<file path="src/drtm_ram.sv">
// ----------------------------------------------------------------------------
// drtm_ram
// Simple dual-port synchronous RAM, one write port, one registered read port.
// ----------------------------------------------------------------------------
module drtm_ram #(
  parameter int DEPTH  = 16,
  parameter int WIDTH  = 64,
  parameter int ADDR_W = (DEPTH > 1) ? $clog2(DEPTH) : 1
) (
  input  logic              clk,
  input  logic              we,
  input  logic [ADDR_W-1:0] waddr,
  input  logic [WIDTH-1:0]  wdata,
  input  logic [ADDR_W-1:0] raddr,
  output logic [WIDTH-1:0]  rdata
);

  logic [WIDTH-1:0] mem [DEPTH];

  always_ff @(posedge clk) begin
    if (we) begin
      mem[waddr] <= wdata;
    end
    rdata <= mem[raddr];
  end

endmodule

</file>
<file path="config.mk">
export PLATFORM = sky130hd
export DESIGN_NAME = drtm_ram
export DESIGN_NICKNAME = d
export VERILOG_FILES = /design/src/drtm_ram.sv
export SDC_FILE = /design/constraint.sdc
export NUM_CORES = 1
export LEC_CHECK = 0
export BUFFER_PORTS_ARGS = -buffer_cell sky130_fd_sc_hd__clkbuf_2
export CORE_MARGIN = 5
export CORE_UTILIZATION = 55
export DETAILED_ROUTE_END_ITERATION = 8
export PLACE_DENSITY = 0.75
export SLEW_MARGIN = 0
export SYNTH_ARGS = -nofsm -noshare
export SYNTH_HDL_FRONTEND = slang
export SYNTH_SLANG_ARGS = --single-unit
</file>
<file path="constraint.sdc">
create_clock -name clk -period 6.48 [get_ports clk]
set_input_delay 1.296 -clock clk [delete_from_list [all_inputs] [get_ports clk]]
set_output_delay 1.296 -clock clk [all_outputs]
set_load 0.01 [all_outputs]
</file>
==> qor.yml <==
drive_gt1_share_pct: 31.9
finalPower_mw: 14.5
holdCritPathClass: "reg -> reg"
cp-start-kind: "input pin"
synth_simple_gate_area_share_pct: 0.942
ctsResizeCount: 0
io_pins: 138
p_per_area_nw_per_um2: 324
dp_cells: 2692
overflow: 0
grt_max_degree: 119
drv_cap: 0
viasPerCell: 6.26
cts_sinks: 1088
met1_usage_pct: 31.4
vias: 18100
hold_path_depth: 3
worst_slack_ns: 3.22
synth_top_family_by_area: "multiplexers"
yosys_warnings: 0
drc: 0
synth-compound-area-share_pct: 2.43
final_common_cell: "edfxtp_1"
wl_per_cell_um: 29.5
crit_type: "in -> reg"
final_cells: 2893
syn_inst: 1647
clockBufferDepth: 3
grt_use_met3_pct: 4.78
setup_tns_ns: 0
dieHeight_um: 278
status: "complete, no violations"
clk_pin_slew_ns: 0.06
netlist_area_um2: 39600
reg2reg_depth: 3
die_w_um: 278
synth-xor-area-share_pct: 0
synth_fa_ha_area_share_pct: 0
cts_hold_buf: 0
max_freq_mhz: 307
cts_tree: "done"
area_growth_pct: 13.5
dpl.hpwl_um: 42100
critPathArrivalTime_ns: 3.55
dieArea_um2: 77400
ys_seq_area_share_pct: 80.9
gp_congestion: 0.729
drt-pass1-iter-count: 5
initial_core_util_pct: 55.4
ant_nets: 0
drt-initial-drc-count: 2009
grtUsageTotal_pct: 22.2
syn_avg_cell_area_um2: 24.0
cp_max_fo: 30
post-place-ws_ns: 2.55
setup_violations: 0
reg2reg_slack_ns: 4.95
synthMuxAreaShare_pct: 14.6
p_leak_nw: 14.5
finalNetCount: 1922
mostFrequentLayoutCells: "edfxtp_1, mux4_2, clkbuf_2"
ir_worst_vdd_uv: 221
post_cts_buffers: 0
finalHoldViolations: 0
cts-root-buf: "clkbuf_16"
htreeDepth: 3
worst_pin_slew_ns: 1.29
portBuffers: 137
period_share_pct: 50.3
end_kind: "flop"
final_util_pct: 62.8
layout_min_cycle_time_ns: 3.26
ys_ff_latch: 1088
required_ns: 6.77
antenna_found_initial: 7
syn_nets: 1721
core_area_um2: 71500
rows: 98
slew_headroom_pct: 13.9
met2_usage_pct: 36.5
maxSlewViolCount: 0
synth.distinct_cells: 18
grt-busiest-layer: "met2"
finalWirelength_um: 85300
worst_clock_skew_ns: 0.0339
grt_pass1_vias: 19200
grt_pass1_wl_um: 128000
clock_latency_ns: 0.66
cts_buffers: 104
grt_setup_unrepaired: "false"
## cells in the mapped netlist (all sizes together)
master / instances / area [µm²]
nand3: 1 / 5.00
mux4: 256 / 5770
nand3b: 2 / 15.0
buf: 48 / 317
dfxtp: 64 / 1280
a22oi: 128 / 961
and2: 1 / 6.26
nand2b: 2 / 12.5
nor2: 13 / 48.8
nand2: 65 / 244
clkbuf: 36 / 135
nor2b: 2 / 12.5
edfxtp: 1024 / 30700
nor3: 4 / 20.0
or3b: 1 / 8.76
## registers in the layout, indices dropped and copies added (netlist names)
register / flops
mem: 1024
rdata: 64
## layer usage
layer | part of all wire, % | vias to the layer above
met5 | 0.026 | -
met4 | 1.8 | 4
met3 | 8.9 | 97
met2 | 50 | 969
met1 | 39 | 9576
li1 | - | 7468
## path summary, 6_finish.rpt
path	endpoint	startpoint
max	mem[2][26]$_DFFE_PP_	waddr[2]
min	rdata[27]$_DFF_P_	mem[7][27]$_DFFE_PP_
max reg2reg	rdata[16]$_DFF_P_	mem[3][16]$_DFFE_PP_
min reg2reg	rdata[27]$_DFF_P_	mem[7][27]$_DFFE_PP_
## per-stage QoR
step,instance area (µm²),hold slack [ns]
finish,44900,0.650
global route,44900,0.690
CTS,44900,0.657
detailed placement,41500,0.659
global placement,41500,0.648
floorplan,39600,0.635
## kinds of logic after synthesis
logic type | count (synthesis)
AO/OA/AOI/OAI | 128
multiplexers | 256
AND/OR/NAND/NOR | 91
buffers and inverters | 84
flip-flops | 1088
## where the power goes
part / leakage (nW) / switching [mW] / internal, mW
logic: 3.02 / 0.409 / 0.271
clock network: 1.67 / 2.54 / 3.38
registers: 9.79 / 0.0598 / 7.87
## worst max-delay path, cell delays in order
cell and delay, ns:
clkbuf_2 0.10, or3b_2 0.61, nor2_4 1.00, buf_4 0.51
## layout make-up
type                            instances  area [µm²]
Antenna cell                            5        12.5
Clock buffer                          138        2880
Clock inverter                         58         504
Fill cell                            4521       26600
Multi-Input combinational cell        475        7240
Sequential cell                      1088       32000
Tap cell                              950        1190
Timing Repair Buffer                  179        1060
Power figures use the tool's default switching activity.
