--- src/drtm_pkg.sv ---
// ----------------------------------------------------------------------------
// drtm_pkg
// Shared types and constants for the descriptor ratio-test matcher.
// ----------------------------------------------------------------------------
package drtm_pkg;

  localparam int MAX_KEYS_D = 1024;
  localparam int DESC_LEN_D = 128;
  localparam int LANES_D    = 8;
  localparam int MAX_LANES  = 8;

  localparam int CFG_W   = 11;
  localparam int SLOT_W  = 10;
  localparam int CHUNK_W = 4;
  localparam int DIST_W  = 27;
  localparam int PROD_W  = DIST_W + 7;

  localparam logic [DIST_W-1:0] SENTINEL = DIST_W'(100000000);

  // ratio test: (10*10) * best < (6*6) * second
  localparam int RATIO_NUM = 10;
  localparam int RATIO_DEN = 6;
  localparam int RATIO_LHS = RATIO_NUM * RATIO_NUM;
  localparam int RATIO_RHS = RATIO_DEN * RATIO_DEN;

  typedef enum logic {
    OP_REF   = 1'b0,
    OP_QUERY = 1'b1
  } opcode_t;

  typedef struct packed {
    opcode_t              opcode;
    logic [SLOT_W-1:0]    key_slot;
    logic [CHUNK_W-1:0]   chunk_index;
    logic [7:0]           byte0;
    logic [7:0]           byte1;
    logic [7:0]           byte2;
    logic [7:0]           byte3;
    logic [7:0]           byte4;
    logic [7:0]           byte5;
    logic [7:0]           byte6;
    logic [7:0]           byte7;
  } item_t;

  typedef struct packed {
    logic               match_found;
    logic [SLOT_W-1:0]  match_index;
    logic [DIST_W-1:0]  best_distance;
    logic [DIST_W-1:0]  second_distance;
  } result_t;

  // one chunk read moving down the distance pipeline
  typedef struct packed {
    logic valid;
    logic last;
  } beat_t;

endpackage

--- src/drtm_dist.sv ---
// ----------------------------------------------------------------------------
// drtm_dist
// Squared-distance datapath: per-lane squares, then lane sum and running
// accumulation over the chunks of one reference.
// ----------------------------------------------------------------------------
module drtm_dist #(
  parameter int DESC_LEN = drtm_pkg::DESC_LEN_D,
  parameter int LANES    = drtm_pkg::LANES_D
) (
  input  logic                       clk,
  input  logic                       rst,
  input  drtm_pkg::beat_t            beat,
  input  logic [LANES*8-1:0]         ref_word,
  input  logic [LANES*8-1:0]         qry_word,
  output logic                       busy,
  output logic                       dist_valid,
  output logic [drtm_pkg::DIST_W-1:0] distance
);
  import drtm_pkg::*;

  localparam int CHUNKS     = (DESC_LEN + LANES - 1) / LANES;
  localparam int LAST_LANES = DESC_LEN - (CHUNKS - 1) * LANES;
  localparam int SUM_W      = 16 + $clog2(LANES + 1);

  logic [15:0]       sq_next [LANES];
  logic [15:0]       sq      [LANES];
  beat_t             beat_r;
  logic [SUM_W-1:0]  lane_sum;
  logic [DIST_W-1:0] acc;
  logic [DIST_W-1:0] acc_next;

  always_comb begin
    logic [7:0] a;
    logic [7:0] b;
    logic [7:0] d;
    for (int l = 0; l < LANES; l++) begin
      a = ref_word[l*8 +: 8];
      b = qry_word[l*8 +: 8];
      d = (a >= b) ? (a - b) : (b - a);
      // bytes past the descriptor end in a partial last chunk count as zero
      if (beat.last && l >= LAST_LANES) begin
        sq_next[l] = '0;
      end else begin
        sq_next[l] = {8'd0, d} * {8'd0, d};
      end
    end
  end

  always_ff @(posedge clk) begin
    for (int l = 0; l < LANES; l++) begin
      sq[l] <= sq_next[l];
    end
  end

  always_comb begin
    lane_sum = '0;
    for (int l = 0; l < LANES; l++) begin
      lane_sum = lane_sum + SUM_W'(sq[l]);
    end
    acc_next = acc + DIST_W'(lane_sum);
  end

  always_ff @(posedge clk) begin
    if (rst) begin
      beat_r     <= '0;
      acc        <= '0;
      dist_valid <= 1'b0;
    end else begin
      beat_r     <= beat;
      dist_valid <= beat_r.valid && beat_r.last;
      if (beat_r.valid) begin
        acc <= beat_r.last ? '0 : acc_next;
      end
    end
  end

  always_ff @(posedge clk) begin
    if (beat_r.valid && beat_r.last) begin
      distance <= acc_next;
    end
  end

  assign busy = beat.valid || beat_r.valid;

endmodule

--- config.mk ---
export PLATFORM = sky130hd
export DESIGN_NAME = drtm_dist
export DESIGN_NICKNAME = d
export VERILOG_FILES = /design/src/drtm_pkg.sv /design/src/drtm_dist.sv
export SDC_FILE = /design/constraint.sdc
export NUM_CORES = 1
export LEC_CHECK = 0
export BUFFER_PORTS_ARGS = -buffer_cell sky130_fd_sc_hd__buf_2
export CAP_MARGIN = 20
export CORE_UTILIZATION = 31
export DETAILED_ROUTE_END_ITERATION = 16
export HOLD_SLACK_MARGIN = 0.15
export PLACE_DENSITY = 0.48
export SLEW_MARGIN = 20
export SYNTH_ARGS = -nofsm -noshare
export SYNTH_HDL_FRONTEND = slang
export SYNTH_SLANG_ARGS = --single-unit
--- constraint.sdc ---
create_clock -name clk -period 17.8 [get_ports clk]
set_input_delay 0.89 -clock clk [delete_from_list [all_inputs] [get_ports clk]]
set_output_delay 0.89 -clock clk [all_outputs]
set_load 0.1 [all_outputs]
==> report_table.html, run 1 <==
<table>
<tr><th>Metric</th><th>Value</th></tr>
<tr><th colspan="2">Detailed routing</th></tr>
<tr><td>Total number of vias</td><td>~18000</td></tr>
<tr><td>Residual DRC</td><td>14</td></tr>
<tr><td>Number of antenna-violating nets in the routed design</td><td>0</td></tr>
<tr><td>Total wire length</td><td>roughly 56 mm</td></tr>
<tr><td>Wire per inst</td><td>13.8 um</td></tr>
<tr><td>Number of violations reported at the end of detailed-routing iteration 0</td><td>670</td></tr>
<tr><td>DR vias/cell</td><td>between 4 and 5</td></tr>
<tr><td>1st-pass router iterations</td><td>11</td></tr>
<tr><th colspan="2">Setup path</th></tr>
<tr><td>Type of the setup path with the least slack</td><td>in2reg</td></tr>
<tr><td>Kind of launch point of the worst setup path</td><td>input port</td></tr>
<tr><td>Setup crit start</td><td>ref_word[0]</td></tr>
<tr><td>WP depth</td><td>25</td></tr>
<tr><td>Critical Path End Type</td><td>flip-flop</td></tr>
<tr><td>Buffer and inverter count on the worst path</td><td>6</td></tr>
<tr><td>Maximum cell stage delay along the critical path</td><td>approximately 0.50 ns</td></tr>
<tr><td>Launch point of the worst reg-to-reg path</td><td>sq[1][2]$_DFF_P_</td></tr>
<tr><td>Cell family with most CP delay</td><td>adder cells</td></tr>
<tr><td>Worst Reg-to-Reg Cells</td><td>16</td></tr>
<tr><td>Data arrival time of the critical path</td><td>roughly 7.4 ns</td></tr>
<tr><td>Master of the slowest instance on the critical path</td><td>sky130_fd_sc_hd__a2111oi_0</td></tr>
<tr><td>Required time of the worst setup path</td><td>around 18 ns</td></tr>
<tr><td>Highest net fanout along the worst path</td><td>12</td></tr>
<tr><th colspan="2">Synth</th></tr>
<tr><td>Yosys warning total</td><td>0</td></tr>
<tr><td>Flip-flop cell with the highest count after synthesis</td><td>sky130_fd_sc_hd__dfxtp_1</td></tr>
<tr><td>Count of flip-flops with a built-in enable after synthesis</td><td>27</td></tr>
<tr><td>Flip-flop and latch count after synthesis</td><td>around 180</td></tr>
<tr><td>Netlist Area Pre-Place</td><td>~25000 um2</td></tr>
<tr><td>Share of Yosys cell area claimed by the top area cell type</td><td>roughly a quarter</td></tr>
<tr><td>Async set-reset flop share out of synthesis</td><td>0%</td></tr>
<tr><td>Count of mapped cells out of synthesis</td><td>2838</td></tr>
<tr><td>Synth Area per Inst</td><td>between 8 and 9 um2</td></tr>
<tr><td>Sequential element share of the synthesized area</td><td>15.0%</td></tr>
<tr><td>Number of library cell types mapped by synthesis</td><td>75</td></tr>
<tr><td>Cell taking the most area after synthesis</td><td>sky130_fd_sc_hd__fa_1</td></tr>
<tr><td>Synth area leaders</td><td>sky130_fd_sc_hd__fa_1 25%, sky130_fd_sc_hd__ha_1 19%, sky130_fd_sc_hd__dfxtp_1 12%</td></tr>
<tr><th colspan="2">GRT</th></tr>
<tr><td>Total routing usage reported by global routing</td><td>between 10% and 20%</td></tr>
<tr><td>Global-route met1 utilization</td><td>a little under a fifth</td></tr>
<tr><td>Maximum number of pins on one net before global-route repair</td><td>30</td></tr>
<tr><td>GRT met3 Usage</td><td>under 10%</td></tr>
<tr><td>Most used routing layer in global routing</td><td>met2</td></tr>
<tr><td>Number of global-route vias before repair</td><td>~19000</td></tr>
<tr><td>First-pass GRT wire length</td><td>93.9 mm</td></tr>
<tr><td>Total global routing overflow</td><td>0</td></tr>
<tr><td>Global-route track usage on met2</td><td>24.5%</td></tr>
<tr><td>Antenna violations before repair</td><td>0</td></tr>
<tr><th colspan="2">Placed design</th></tr>
<tr><td>Routability cong.</td><td>between 0.8 and 0.9</td></tr>
<tr><td>Port Buffer Count</td><td>160</td></tr>
<tr><td>Post-detail-place hpwl</td><td>slightly below 50 mm</td></tr>
<tr><th colspan="2">Timing</th></tr>
<tr><td>Total negative slack for setup checks</td><td>0 ns</td></tr>
<tr><td>Slew at the pin closest to its max-slew limit</td><td>slightly below 1 ns</td></tr>
<tr><td>Post-Route Skew</td><td>about 0.014 ns</td></tr>
<tr><td>Post-route fraction of the period consumed by the critical path</td><td>slightly below 40%</td></tr>
<tr><td>Shortest clock period the worst path allows after layout</td><td>7.00 ns</td></tr>
<tr><td>Worst slew margin</td><td>between 30% and 40%</td></tr>
<tr><td>Finish-stage setup viols</td><td>0</td></tr>
<tr><td>Final slew viol count</td><td>0</td></tr>
<tr><td>Peak Freq</td><td>143 MHz</td></tr>
<tr><td>Count of endpoints failing hold in the final timing report</td><td>0</td></tr>
<tr><td>Unrepaired setup endpoints after global routing</td><td>false</td></tr>
<tr><th colspan="2">Clock tree</th></tr>
<tr><td>Number of levels in the clock H-tree</td><td>4</td></tr>
<tr><td>Clock latency of the later-clocked register in the worst-skew pair</td><td>around 0.46 ns</td></tr>
<tr><td>Clock transition at the registers of the reported paths</td><td>~0.08 ns</td></tr>
<tr><td>Count of hold-fix buffers inserted at cts</td><td>0</td></tr>
<tr><td>Clock sink count</td><td>between 150 and 200</td></tr>
<tr><td>CTS buffer count</td><td>17</td></tr>
<tr><td>Maximum number of buffers from clock root to sink</td><td>2</td></tr>
<tr><td>Post-cts repair resize count</td><td>0</td></tr>
<tr><td>CTS tree</td><td>yes</td></tr>
<tr><td>Post-CTS Setup Bufs</td><td>0</td></tr>
<tr><td>Cell at the root of the clock tree</td><td>sky130_fd_sc_hd__clkbuf_16</td></tr>
<tr><th colspan="2">Min path</th></tr>
<tr><td>Kind of path behind the tightest hold check</td><td>reg2reg</td></tr>
<tr><td>Worst Hold Path Cells</td><td>2</td></tr>
<tr><td>Worst Hold Launch</td><td>acc[1]$_SDFFE_PP0P_</td></tr>
<tr><th colspan="2">Die</th></tr>
<tr><td>Area of the die</td><td>approximately 83000 um2</td></tr>
<tr><td>Row Count</td><td>approximately 100</td></tr>
<tr><td>Number of placed I/O pins</td><td>roughly 160</td></tr>
<tr><td>Die height</td><td>a little under 300 um</td></tr>
<tr><td>Starting utilization of the core area</td><td>31.5%</td></tr>
<tr><td>Total core area</td><td>between 80000 and 90000 um2</td></tr>
<tr><td>Die boundary width</td><td>288 um</td></tr>
<tr><th colspan="2">Job</th></tr>
<tr><td>Max-cap violation count</td><td>0</td></tr>
<tr><th colspan="2">Status</th></tr>
<tr><td>Failing checks</td><td>DRC</td></tr>
<tr><td>Result of the run</td><td>finished, violations left</td></tr>
<tr><th colspan="2">Cells and area</th></tr>
<tr><td>Final Net Count</td><td>3824</td></tr>
<tr><td>Antenna diode count</td><td>0</td></tr>
<tr><td>Proportion of layout cells with a drive suffix above 1</td><td>8.86%</td></tr>
<tr><td>Layout-stage area growth over the synthesis result</td><td>10.3%</td></tr>
<tr><td>Number of filler cells placed in the layout</td><td>8425</td></tr>
</table>
[worst reg2reg max path, delay by kind of cell, from the launching register on]
| kind | cells | cell delay, ns |
|---|---|---|
| compound gates | 5 | 1.25 |
| xor+xnor | 1 | 0.14 |
| fa+ha+maj | 6 | 2.53 |
| buf+inv | 2 | 0.15 |
| flops | 1 | 0.47 |
| simple gates | 2 | 0.28 |
[cell families after synthesis]
logic type | count (synthesis) | share of synthesized area, %
multiplexers | 26 | 1.04
XOR/XNOR | 210 | 7.55
adder cells (fa/ha/maj) | 703 | 44.0
other | 2 | 0.0295
flip-flops | 177 | 15.0
buffers and inverters | 632 | 9.40
AND/OR/NAND/NOR | 651 | 12.0
AO/OA/AOI/OAI | 437 | 11.0
[synthesized netlist by cell type, types with 16 or more instances]
cell type,instances
sky130_fd_sc_hd__nand2b_1,39
sky130_fd_sc_hd__a211oi_1,16
sky130_fd_sc_hd__nor3_1,28
sky130_fd_sc_hd__edfxtp_1,27
sky130_fd_sc_hd__a31oi_1,20
sky130_fd_sc_hd__ha_1,383
sky130_fd_sc_hd__a21oi_1,148
sky130_fd_sc_hd__fa_1,320
sky130_fd_sc_hd__nor2_1,316
sky130_fd_sc_hd__inv_1,586
sky130_fd_sc_hd__nand3_1,22
sky130_fd_sc_hd__xor2_1,54
sky130_fd_sc_hd__dfxtp_1,150
sky130_fd_sc_hd__or2_2,34
sky130_fd_sc_hd__a21o_1,53
sky130_fd_sc_hd__xnor2_1,145
sky130_fd_sc_hd__nand2_1,81
sky130_fd_sc_hd__clkbuf_1,34
sky130_fd_sc_hd__nor2b_1,70
sky130_fd_sc_hd__o21ai_0,77
sky130_fd_sc_hd__mux2i_1,25
sky130_fd_sc_hd__o21a_1,20
[cell usage in the layout (no fill, tap or decap), types with 9 or more instances in the layout]
| cell type | instances |
|---|---|
| sky130_fd_sc_hd__inv_1 | 586 |
| sky130_fd_sc_hd__ha_1 | 383 |
| sky130_fd_sc_hd__fa_1 | 320 |
| sky130_fd_sc_hd__nor2_1 | 316 |
| sky130_fd_sc_hd__buf_2 | 160 |
| sky130_fd_sc_hd__dfxtp_1 | 150 |
| sky130_fd_sc_hd__a21oi_1 | 148 |
| sky130_fd_sc_hd__xnor2_1 | 145 |
| sky130_fd_sc_hd__nand2_1 | 81 |
| sky130_fd_sc_hd__o21ai_0 | 76 |
| sky130_fd_sc_hd__nor2b_1 | 70 |
| sky130_fd_sc_hd__xor2_1 | 54 |
| sky130_fd_sc_hd__a21o_1 | 53 |
| sky130_fd_sc_hd__nand2b_1 | 39 |
| sky130_fd_sc_hd__or2_2 | 34 |
| sky130_fd_sc_hd__nor3_1 | 28 |
| sky130_fd_sc_hd__edfxtp_1 | 27 |
| sky130_fd_sc_hd__mux2i_1 | 25 |
| sky130_fd_sc_hd__nand3_1 | 22 |
| sky130_fd_sc_hd__a31oi_1 | 20 |
| sky130_fd_sc_hd__o21a_1 | 20 |
| sky130_fd_sc_hd__clkbuf_16 | 17 |
| sky130_fd_sc_hd__a211oi_1 | 16 |
| sky130_fd_sc_hd__buf_4 | 14 |
| sky130_fd_sc_hd__nand4_1 | 12 |
| sky130_fd_sc_hd__and3_1 | 12 |
| sky130_fd_sc_hd__a22oi_1 | 11 |
| sky130_fd_sc_hd__o21bai_1 | 10 |
| sky130_fd_sc_hd__xnor2_2 | 10 |
| sky130_fd_sc_hd__o41ai_1 | 9 |
[flip-flops by register name, indices dropped and copies added, names as in the netlist]
register and flops:
acc 27, distance 27, beat_r 2, dist_valid 1, sq 120
[layout make-up]
cell class                      instances  area (um2)  area share [%]
Multi-Input combinational cell       2032       19300            68.6
Sequential cell                       177        3810            13.6
Inverter                              587        2200            7.85
Tap cell                             1060        1330            4.73
Timing Repair Buffer                  174         906            3.23
Clock buffer                           17         425            1.52
Clock inverter                         15         141           0.504
[layer usage]
| metal | wire, um | part of all wire [%] |
|---|---|---|
| met3 | 1260 | 2.2 |
| met5 | 0 | 0 |
| met4 | 408 | 0.73 |
| met1 | 27100 | 48 |
| met2 | 27200 | 49 |
[path summary, 6_finish.rpt]
check | to | slack [ns]
worst max-delay path | sq[0][15]$_DFF_P_ | 10.80
worst min-delay path | acc[1]$_SDFFE_PP0P_ | 0.52
worst max register to register | distance[24]$_DFFE_PP_ | 12.74
worst min register to register | acc[1]$_SDFFE_PP0P_ | 0.52
[per-stage QoR]
stage / hold WS [ns] / util (%) / cells / setup slack, ns / cell area, um2
5_1_grt: 0.542 / 34.7 / 4062 / 10.19 / 28100
3_5_place_dp: 0.489 / 34.0 / 4030 / 10.25 / 27500
6_report: 0.516 / 34.7 / 4062 / 10.80 / 28100
2_1_floorplan: 0.456 / - / 2841 / 11.20 / 25500
4_1_cts: 0.512 / 34.7 / 4062 / 10.72 / 28100
3_3_place_gp: 0.483 / 34.0 / 4030 / 10.29 / 27500
Power of run 1 is not shown: default switching activity piles up to over one toggle a cycle in this logic, so the estimate is an artifact.
==> inputs of run 2 (changes only) <==
- PLACE_DENSITY: 0.48 -> 0.5
- clock period: 17.8 -> 6 ns (I/O delays scaled with it)
==> run 2 against run 1 <==
The run still ends with DRC left. Utilization grew 3.7 points. Cell area grew 11%. Largest cell class unchanged. Worst setup slack lost 10 ns.
==> report_table.html, run 2 (synthesis results as in run 1) <==
<table>
<tr><th>Metric</th><th>Value</th></tr>
<tr><th colspan="2">Status</th></tr>
<tr><td>Result of the run</td><td>finished, violations left</td></tr>
<tr><td>Failing checks</td><td>DRC</td></tr>
<tr><th colspan="2">Timing</th></tr>
<tr><td>Peak Freq</td><td>around 180 MHz</td></tr>
<tr><td>Worst slew margin</td><td>between 40% and 50%</td></tr>
<tr><td>Hold Worst Slack</td><td>~0.35 ns</td></tr>
<tr><td>Final slew viol count</td><td>0</td></tr>
<tr><td>Post-Route Skew</td><td>between 0.01 and 0.015 ns</td></tr>
<tr><td>Finish-stage setup viols</td><td>0</td></tr>
<tr><td>Slew at the pin closest to its max-slew limit</td><td>0.872 ns</td></tr>
<tr><td>Post-route fraction of the period consumed by the critical path</td><td>between 90% and 100%</td></tr>
<tr><td>Count of endpoints failing hold in the final timing report</td><td>0</td></tr>
<tr><td>Shortest clock period the worst path allows after layout</td><td>~5.6 ns</td></tr>
<tr><th colspan="2">Clock tree</th></tr>
<tr><td>Cell at the root of the clock tree</td><td>sky130_fd_sc_hd__clkbuf_16</td></tr>
<tr><td>CTS tree</td><td>yes</td></tr>
<tr><td>Clock latency of the later-clocked register in the worst-skew pair</td><td>approximately 0.44 ns</td></tr>
<tr><td>Maximum number of buffers from clock root to sink</td><td>2</td></tr>
<tr><td>Number of levels in the clock H-tree</td><td>4</td></tr>
<tr><td>Clock sink count</td><td>177</td></tr>
<tr><td>CTS buffer count</td><td>17</td></tr>
<tr><td>Post-CTS Setup Bufs</td><td>0</td></tr>
<tr><td>Clock transition at the registers of the reported paths</td><td>~0.080 ns</td></tr>
<tr><th colspan="2">GRT</th></tr>
<tr><td>First-pass GRT wire length</td><td>96.4 mm</td></tr>
<tr><td>GRT met3 Usage</td><td>under 10%</td></tr>
<tr><td>Most used routing layer in global routing</td><td>met2</td></tr>
<tr><td>Antenna violations before repair</td><td>0</td></tr>
<tr><td>Total routing usage reported by global routing</td><td>between 10% and 20%</td></tr>
<tr><td>Global-route track usage on met2</td><td>approximately a quarter</td></tr>
<tr><td>Global-route met1 utilization</td><td>19.6%</td></tr>
<tr><td>Number of global-route vias before repair</td><td>about 20000</td></tr>
<tr><td>Total global routing overflow</td><td>0</td></tr>
<tr><td>Maximum number of pins on one net before global-route repair</td><td>30</td></tr>
<tr><th colspan="2">Setup path</th></tr>
<tr><td>Worst Reg-to-Reg Cells</td><td>15</td></tr>
<tr><td>Register-to-register path setup slack</td><td>between 0.7 and 0.8 ns</td></tr>
<tr><td>Buffer and inverter count on the worst path</td><td>7</td></tr>
<tr><td>WP depth</td><td>26</td></tr>
<tr><td>Required time of the worst setup path</td><td>between 6 and 7 ns</td></tr>
<tr><td>Data arrival time of the critical path</td><td>between 6 and 7 ns</td></tr>
<tr><td>Setup crit start</td><td>ref_word[56]</td></tr>
<tr><td>Cell family with most CP delay</td><td>adder cells</td></tr>
<tr><td>Type of the setup path with the least slack</td><td>in2reg</td></tr>
<tr><td>Highest net fanout along the worst path</td><td>5</td></tr>
<tr><td>Launch point of the worst reg-to-reg path</td><td>sq[1][15]$_DFF_P_</td></tr>
<tr><td>Reg2Reg Capture Point</td><td>acc[21]$_SDFFE_PP0P_</td></tr>
<tr><td>Kind of launch point of the worst setup path</td><td>input port</td></tr>
<tr><td>CP Capture Point</td><td>sq[1][63]$_DFF_P_</td></tr>
<tr><td>Maximum cell stage delay along the critical path</td><td>0.50 ns</td></tr>
<tr><td>Critical Path End Type</td><td>flip-flop</td></tr>
<tr><td>Master of the slowest instance on the critical path</td><td>sky130_fd_sc_hd__fa_1</td></tr>
<tr><th colspan="2">Detailed routing</th></tr>
<tr><td>Wire per inst</td><td>~13 um</td></tr>
<tr><td>Total wire length</td><td>approximately 57 mm</td></tr>
<tr><td>Residual DRC</td><td>13</td></tr>
<tr><td>Number of antenna-violating nets in the routed design</td><td>0</td></tr>
<tr><td>1st-pass router iterations</td><td>11</td></tr>
<tr><td>DR vias/cell</td><td>between 4 and 5</td></tr>
<tr><td>Total number of vias</td><td>around 20000</td></tr>
<tr><td>Number of violations reported at the end of detailed-routing iteration 0</td><td>about 690</td></tr>
<tr><th colspan="2">Placed design</th></tr>
<tr><td>Number of placed instances with taps included</td><td>4394</td></tr>
<tr><td>Routability cong.</td><td>0.857</td></tr>
<tr><td>Post-detail-place hpwl</td><td>between 50 and 60 mm</td></tr>
<tr><td>Port Buffer Count</td><td>between 150 and 200</td></tr>
<tr><td>Cell Area, Placed</td><td>between 30000 and 40000 um2</td></tr>
<tr><th colspan="2">Min path</th></tr>
<tr><td>Kind of path behind the tightest hold check</td><td>in2reg</td></tr>
<tr><th colspan="2">Cells and area</th></tr>
<tr><td>Antenna diode count</td><td>0</td></tr>
<tr><td>Highest-count cells in the layout ignoring fill and taps</td><td>586 x sky130_fd_sc_hd__inv_1, 383 x sky130_fd_sc_hd__ha_1, 377 x sky130_fd_sc_hd__buf_4</td></tr>
<tr><td>Area of the multi-input gates</td><td>slightly below 20000 um2</td></tr>
<tr><td>Number of flip-flops under the largest register name</td><td>120</td></tr>
<tr><td>Post-route standard cell area excluding fillers</td><td>31000 um2</td></tr>
<tr><td>Layout-stage area growth over the synthesis result</td><td>22.0%</td></tr>
<tr><td>Final Net Count</td><td>roughly 4200</td></tr>
<tr><td>Register ranked first by flip-flop count</td><td>sq</td></tr>
<tr><td>Register area</td><td>about 3800 um2</td></tr>
<tr><td>Most frequent standard cell in the layout excluding fill and tap cells</td><td>sky130_fd_sc_hd__inv_1</td></tr>
<tr><td>Proportion of layout cells with a drive suffix above 1</td><td>between 10% and 20%</td></tr>
<tr><td>Biggest regs</td><td>sq (120), acc (27), distance (27)</td></tr>
<tr><td>Number of filler cells placed in the layout</td><td>8295</td></tr>
<tr><td>Count of placed standard cells in the final layout, fillers left out</td><td>about 4400</td></tr>
<tr><th colspan="2">Die</th></tr>
<tr><td>Area of the die</td><td>83200 um2</td></tr>
<tr><td>Total core area</td><td>roughly 81000 um2</td></tr>
<tr><td>Row Count</td><td>approximately 100</td></tr>
<tr><td>Die height</td><td>around 290 um</td></tr>
<tr><td>Number of placed I/O pins</td><td>roughly 160</td></tr>
<tr><td>Starting utilization of the core area</td><td>approximately a third</td></tr>
<tr><td>Die boundary width</td><td>between 200 and 300 um</td></tr>
<tr><th colspan="2">Job</th></tr>
<tr><td>Max-cap violation count</td><td>0</td></tr>
</table>
## run 2: layout make-up
type	instances	area share, %
flip-flops and latches	177	12.3
clock inverters	15	0.447
multi-input cells	2032	62.7
repair buffers	540	11.8
well taps	1060	4.27
inverters	587	7.10
clock buffers	17	1.37
## run 2: how the worst min path moves through the flow
| stage | start | endpoint | depth (start not counted) |
|---|---|---|---|
| final | rst | acc[0]$_SDFFE_PP0P_ | 2 |
| after global routing | rst | acc[0]$_SDFFE_PP0P_ | 2 |
| after CTS | rst | acc[20]$_SDFFE_PP0P_ | 2 |
| after detailed placement | acc[19]$_SDFFE_PP0P_ | acc[19]$_SDFFE_PP0P_ | 1 |
| after global placement | acc[1]$_SDFFE_PP0P_ | acc[1]$_SDFFE_PP0P_ | 2 |
| after floorplan | beat[0] | beat_r[0]$_SDFF_PP0_ | 1 |
## run 2: layer usage
layer  routed length [um]  share of wire [%]  vias up
met5                    0                  0        -
met4                  562               0.98        0
met3                 1410                2.5       26
met2                27400                 48      197
met1                28100                 49     9167
li1                     -                  -    10000
## run 2: what timing repair did
| action | in CTS | in global routing |
|---|---|---|
| gates resized for setup | 0 | 41 |
| endpoints found under the hold margin | 2 | 0 |
| setup endpoints to repair | 0 | 31 |
| hold buffers | 2 | 0 |
## run 2: metrics by stage
stage               setup WS, ns  utilization, %  TNS, ns
floorplan                 0.0158               -        0
global placement          -0.300            37.4    -3.57
detailed placement        -0.317            37.4    -5.70
CTS                        0.128            38.2        0
global route             -0.0128            38.4  -0.0138
finish                     0.354            38.4        0
Power of run 2 is left out for the same reason.
